**src/design/stb_pkg.sv**
```systemverilog
package stb_pkg;

	localparam int NUM_TIMERS = 64;
	localparam int IDX_W      = 6;
	localparam int CNT_W      = 16;
	localparam int KIND_W     = 2;

	typedef enum logic [KIND_W-1:0] {
		KIND_ON_DELAY  = 2'd0,
		KIND_OFF_DELAY = 2'd1,
		KIND_PERIODIC  = 2'd2
	} kind_t;

	typedef struct packed {
		logic             we;
		logic [CNT_W-1:0] cnt;
		logic             out;
	} tick_res_t;

endpackage

```
**src/design/stb_ram.sv**
```systemverilog
module stb_ram #(
	parameter int WIDTH = 16,
	parameter int DEPTH = 64
) (
	input  logic                                  clk,
	input  logic                                  we,
	input  logic [((DEPTH > 1) ? $clog2(DEPTH) : 1)-1:0] waddr,
	input  logic [WIDTH-1:0]                      wdata,
	input  logic                                  re,
	input  logic [((DEPTH > 1) ? $clog2(DEPTH) : 1)-1:0] raddr,
	output logic [WIDTH-1:0]                      rdata
);

	logic [WIDTH-1:0] mem_q [DEPTH];

	always_ff @(posedge clk) begin
		if (we) begin
			mem_q[waddr] <= wdata;
		end
		if (re) begin
			rdata <= mem_q[raddr];
		end
	end

endmodule

```
**src/design/stb_tick.sv**
```systemverilog
module stb_tick (
	input  logic [stb_pkg::KIND_W-1:0] kind,
	input  logic [stb_pkg::IDX_W-1:0]  idx,
	input  logic                       level,
	input  logic [stb_pkg::CNT_W-1:0]  delay,
	input  logic [stb_pkg::CNT_W-1:0]  cur,
	output stb_pkg::tick_res_t         res
);

	logic in_range;

	always_comb begin
		in_range = ({1'b0, idx} < (stb_pkg::IDX_W + 1)'(stb_pkg::NUM_TIMERS));
		res.we   = 1'b0;
		res.cnt  = cur;
		res.out  = 1'b0;
		if (in_range) begin
			case (kind)
				stb_pkg::KIND_ON_DELAY: begin
					res.we = 1'b1;
					if (!level) begin
						res.cnt = '0;
					end else if (cur >= delay) begin
						res.out = 1'b1;
					end else begin
						res.cnt = cur + 1'b1;
					end
				end
				stb_pkg::KIND_OFF_DELAY: begin
					res.we = 1'b1;
					if (level) begin
						res.cnt = delay;
						res.out = 1'b1;
					end else if (cur != '0) begin
						res.out = 1'b1;
						if (cur < delay) begin
							res.cnt = cur - 1'b1;
						end else if (delay == '0) begin
							res.cnt = '0;
						end else begin
							res.cnt = delay - 1'b1;
						end
					end
				end
				stb_pkg::KIND_PERIODIC: begin
					res.we = 1'b1;
					if (cur != '0) begin
						res.cnt = cur - 1'b1;
					end else begin
						res.cnt = delay;
						res.out = 1'b1;
					end
				end
				default: begin
					res.we = 1'b0;
				end
			endcase
		end
	end

endmodule

```
**src/design/soft_timer_bank.sv**
```systemverilog
// Bank of 64 tick timers (on-delay, off-delay, periodic pulse), counts held in a
// 64 x 16 synchronous RAM. Each request names one timer and gives one result.
// The RAM is read when a request is taken. The timer is updated and written back
// when its result is loaded into the output register; that step waits while the
// result already held there is stalled. Back-to-back requests to the same timer
// are forwarded around the RAM, so one request per cycle is sustained while the
// result side keeps taking results. Reset clears a per-timer valid bit at once:
// the bank is usable the cycle after reset with no clearing pass.
module soft_timer_bank (
	input  logic        clk,
	input  logic        arst_n,
	input  logic        s_tvalid,
	output logic        s_tready,
	input  logic [23:0] s_tdata,  // timer_index[5:0], level_in[6], delay_value[22:7], zero[23]
	input  logic [1:0]  s_tuser,  // kind[1:0]
	output logic        m_tvalid,
	input  logic        m_tready,
	output logic [7:0]  m_tdata   // timer_out[0], zero[7:1]
);

	logic                      accept;
	logic                      advance;
	logic                      commit;
	logic [stb_pkg::IDX_W-1:0] in_idx;
	logic                      in_level;
	logic [stb_pkg::CNT_W-1:0] in_delay;

	logic                       vld_s1;
	logic [stb_pkg::KIND_W-1:0] kind_s1;
	logic [stb_pkg::IDX_W-1:0]  idx_s1;
	logic                       lvl_s1;
	logic [stb_pkg::CNT_W-1:0]  dly_s1;
	logic                       hit_s1;
	logic [stb_pkg::CNT_W-1:0]  fwd_s1;
	logic                       rvld_s1;

	logic [stb_pkg::NUM_TIMERS-1:0] entry_vld_q;
	logic                           out_vld_q;
	logic                           out_q;

	logic [stb_pkg::CNT_W-1:0] rd_data;
	logic [stb_pkg::CNT_W-1:0] cur_cnt;
	stb_pkg::tick_res_t        res;

	assign in_idx   = s_tdata[5:0];
	assign in_level = s_tdata[6];
	assign in_delay = s_tdata[22:7];

	assign advance  = !out_vld_q || m_tready;
	assign s_tready = !vld_s1 || advance;
	assign accept   = s_tvalid && s_tready;
	assign commit   = vld_s1 && advance;

	// forwarded count wins over the stale ram read
	assign cur_cnt = hit_s1 ? fwd_s1 : (rvld_s1 ? rd_data : '0);

	stb_ram #(
		.WIDTH(stb_pkg::CNT_W),
		.DEPTH(stb_pkg::NUM_TIMERS)
	) u_ram (
		.clk  (clk),
		.we   (commit && res.we),
		.waddr(idx_s1),
		.wdata(res.cnt),
		.re   (accept),
		.raddr(in_idx),
		.rdata(rd_data)
	);

	stb_tick u_tick (
		.kind (kind_s1),
		.idx  (idx_s1),
		.level(lvl_s1),
		.delay(dly_s1),
		.cur  (cur_cnt),
		.res  (res)
	);

	always_ff @(posedge clk or negedge arst_n) begin
		if (!arst_n) begin
			vld_s1      <= 1'b0;
			hit_s1      <= 1'b0;
			rvld_s1     <= 1'b0;
			entry_vld_q <= '0;
			out_vld_q   <= 1'b0;
		end else begin
			if (accept) begin
				vld_s1  <= 1'b1;
				hit_s1  <= commit && res.we && (idx_s1 == in_idx);
				rvld_s1 <= entry_vld_q[in_idx];
			end else if (commit) begin
				vld_s1 <= 1'b0;
			end
			if (commit && res.we) begin
				entry_vld_q[idx_s1] <= 1'b1;
			end
			if (advance) begin
				out_vld_q <= vld_s1;
			end
		end
	end

	always_ff @(posedge clk) begin
		if (accept) begin
			kind_s1 <= s_tuser;
			idx_s1  <= in_idx;
			lvl_s1  <= in_level;
			dly_s1  <= in_delay;
			fwd_s1  <= res.cnt;
		end
		if (commit) begin
			out_q <= res.out;
		end
	end

	assign m_tvalid = out_vld_q;
	assign m_tdata  = {7'd0, out_q};

endmodule

```
**config.mk**
```make
export PLATFORM = sky130hd
export DESIGN_NAME = soft_timer_bank
export DESIGN_NICKNAME = d
export VERILOG_FILES = /design/src/design/stb_pkg.sv /design/src/design/stb_ram.sv /design/src/design/stb_tick.sv /design/src/design/soft_timer_bank.sv
export SDC_FILE = /design/constraint.sdc
export NUM_CORES = 1
export LEC_CHECK = 0
export BUFFER_PORTS_ARGS = -buffer_cell sky130_fd_sc_hd__buf_2
export CAP_MARGIN = 10
export CORE_UTILIZATION = 45
export DETAILED_ROUTE_END_ITERATION = 16
export PLACE_DENSITY = 0.59
export SLEW_MARGIN = 15
export SYNTH_ARGS = -nofsm -noshare
export SYNTH_HDL_FRONTEND = slang
export SYNTH_SLANG_ARGS = --single-unit
```
**constraint.sdc**
```tcl
create_clock -name clk -period 10.79 [get_ports clk]
set_input_delay 0.5395 -clock clk [delete_from_list [all_inputs] [get_ports clk]]
set_output_delay 0.5395 -clock clk [all_outputs]
set_load 0.005 [all_outputs]
```
==> reports/results.tsv <==
stage	metric	value	unit
status	status	finished clean	
synthesis	synth_top_area_share	70.2	%
cts	cts_sinks	1150	
global_route	gr-total-overflow	0	
power_and_ir_drop	vdd_drop_max	0.129	mV
detailed_routing	drt_iter0_drc	2405	
sta	slew_violations	0	
sta	holdWs	47.5	ps
sta	fin_ws	4850	ps
power_and_ir_drop	power_density	206	nW/µm²
global_route	grt_pass1_wl	164000	µm
die	die_area	104000	µm²
sta	max_freq	168	MHz
sta	setup_viol	0	
worst_setup_path	start_kind	register	
detailed_routing	firstDrtPassIters	5	
global_route	grt_pass1_vias	23176	
sta	max_slew_margin	24.1	%
die	num_rows	117	
synthesis	synth.area.top_cells	edfxtp_1 (70%), mux4_2 (17%), dfrtp_1 (3.7%)	
cts	clock_latency	700	ps
synthesis	synth-xor-area-share	0.436	%
worst_setup_path	crit_end	u_ram.mem_q[2][3]	
cts	clk_pin_slew	70	ps
synthesis	ys.flop_type	edfxtp_1	
cts	tritoncts	done	
synthesis	syn-cell-area	46300	µm²
cts	cts_inserted_buffers	114	
synthesis	synth-seq-cells	1150	
worst_setup_path	worst_r2r_endpoint	u_ram.mem_q[2][3]	
synthesis	yosys.area_share.simple	3.56	%
finish	multi_input_area	11600	µm²
sta	rsz0062_at_grt	false	
cts	ctsRootBufferMaster	clkbuf_16	
power_and_ir_drop	total_power	10.9	mW
global_route	antenna_found_initial	8	
sta	period_share	55.0	%
detailed_routing	dr_total_vias	22683	
worst_setup_path	critPathKind	register to register	
global_route	grt_usage	22.2	%
finish	regArea	34200	µm²
detailed_routing	drc	0	
synthesis	synth-warning-count	0	
die	boundaryPins	40	
worst_setup_path	required	11210	ps
synthesis	netlist_instances	2214	
cts	post-cts-setup-buffer-count	0	
finish	drive_gt1_share	32.7	%
synthesis	synth_edf_count	1082	
synthesis	synth_adder_area_share	0.514	%
worst_setup_path	cp_max_fo	34	
sta	finalSetupTns	0	ps
cts	htreeDepth	3	
detailed_routing	wl_per_cell	29.4	µm
power_and_ir_drop	leakage	17.3	nW
die	start_util	45.4	%
synthesis	synth_top_cell_by_area	edfxtp_1	
worst_setup_path	r2r_cells	14	
worst_setup_path	r2r_slack	4850	ps
synthesis	synthArstFlopShare	5.91	%
synthesis	synth.mux.area_fraction	17.5	%
finish	syn_to_final_growth	14.0	%
finish	fillers	7976	
synthesis	yosys-top-cells-count	edfxtp_1 (1082), mux4_2 (357), nor2_1 (108), clkbuf_1 (70), dfrtp_1 (68)	
synthesis	seq_area_frac_synth	73.9	%
sta	max_slew.worst_pin.slew	1140	ps
worst_hold_path	hold_start	s_tdata[16]	
cts	ctsResizeCount	0	
worst_setup_path	critical_path.startpoint	hit_s1	
detailed_routing	ant_nets	0	
synthesis	ys_types	73	
finish	nets	2404	
cts	cts_hold_buf	12	
synthesis	avgSynthCellArea	20.9	µm²
placement	dp_hpwl	63000	µm
die	core-area	102000	µm²
sta	skew	34.1	ps
sta	fin_crit	5940	ps
synthesis	yosysMostFrequentCell	edfxtp_1	
placement	gp_congestion	0.873	
worst_setup_path	cp.arrival	6360	ps
cts	cts_buffer_depth	3	
placement	portBuffers	31	
global_route	grt_max_degree	118	
worst_setup_path	endpoint_kind	register	
worst_hold_path	min_path_type	input port to register	
finish	final_util	51.8	%
placement	post-place-ws	4850	ps
job	max_cap_violations	0	
sta	hold_viol	0	
detailed_routing	via_per_inst	5.93	
synthesis	synth_compound_area_share	2.55	%
die	die_h	323	µm
synthesis	synth_top_family_by_area	multiplexers	
die	chipWidth	323	µm
worst_setup_path	reg2reg_from	hit_s1	
detailed_routing	routed_wl	113000	µm
## area by class of cell
type                            count  share of cell area [%]
Timing Repair Buffer              140                    2.00
Clock inverter                     74                    1.81
Tap cell                         1368                    3.24
Antenna cell                        5                  0.0237
Inverter                           35                   0.249
Clock buffer                      139                    5.78
Sequential cell                  1150                    64.8
Multi-Input combinational cell    914                    22.1
## registers in the layout, summed over array words and instances, names as in the netlist
signal and count:
u_ram.mem_q 1024, out_q 1, u_ram.rdata 16, idx_s1 6
kind_s1 2, fwd_s1 16, hit_s1 1, entry_vld_q 64
lvl_s1 1, rvld_s1 1, m_tvalid 1, dly_s1 16
vld_s1 1
## how the worst min path moves through the flow
stage	end	slack, ps	depth (start not counted)
floorplan	entry_vld_q[0]	240	0
detailed placement	entry_vld_q[2]	360	1
global route	dly_s1[14]	8	1
finish	dly_s1[9]	50	1
CTS	dly_s1[9]	3	1
global placement	entry_vld_q[0]	360	1
## cell families (layout without fill, tap and decap cells)
| kind of cell | Yosys count | in the layout |
|---|---|---|
| adder cells (fa/ha/maj) | 19 | 19 |
| AO/OA/AOI/OAI | 176 | 176 |
| buffers and inverters | 156 | 388 |
| multiplexers | 364 | 364 |
| XOR/XNOR | 23 | 23 |
| other | 1 | 12 |
| AND/OR/NAND/NOR | 325 | 325 |
| flip-flops | 1150 | 1150 |
## per-stage QoR
step | instance area (µm²) | cells
detailed placement | 48600 | 3595
global route | 52700 | 3820
global placement | 48600 | 3595
finish | 52800 | 3825
CTS | 52700 | 3820
floorplan | 46300 | 2220
## power by group
part           switching (mW)  internal [mW]  total [mW]
registers              0.0470           5.32        5.37
clock network            1.68           2.51        4.19
logic                   0.909          0.405        1.31
total                    2.64           8.24        10.9
## layout by cell type (no fill, tap or decap), drive strengths merged, types with 19 or more instances in the layout
master	n
edfxtp	1082
nand2	50
o21ai	42
bufinv	21
xnor2	19
clkbuf	139
nor3	21
dfrtp	68
nand3	27
buf	128
ha	19
or2	66
inv	41
nor2	108
a21oi	37
mux4	357
clkinv	42
## metal layers
metal | part of all wire [%] | vias to the layer above | GRT usage (%)
li1 | - | 9519 | -
met5 | 0.0062 | - | 0
met3 | 5.4 | 157 | 2.99
met1 | 43 | 12273 | 31.5
met2 | 49 | 732 | 36.5
met4 | 2.2 | 2 | 5.17
## critical path: stages (launching register included)
cell	delay (ps)
dfrtp_1	390
buf_4	330
nor2b_4	150
a22oi_1	450
inv_1	210
ha_1	400
nand3_1	190
nor4_1	590
o21a_1	260
or3_1	570
o311ai_0	260
a21oi_1	180
o21ai_0	150
a32oi_4	920
buf_4	530
(Power assumes the default switching activity.)
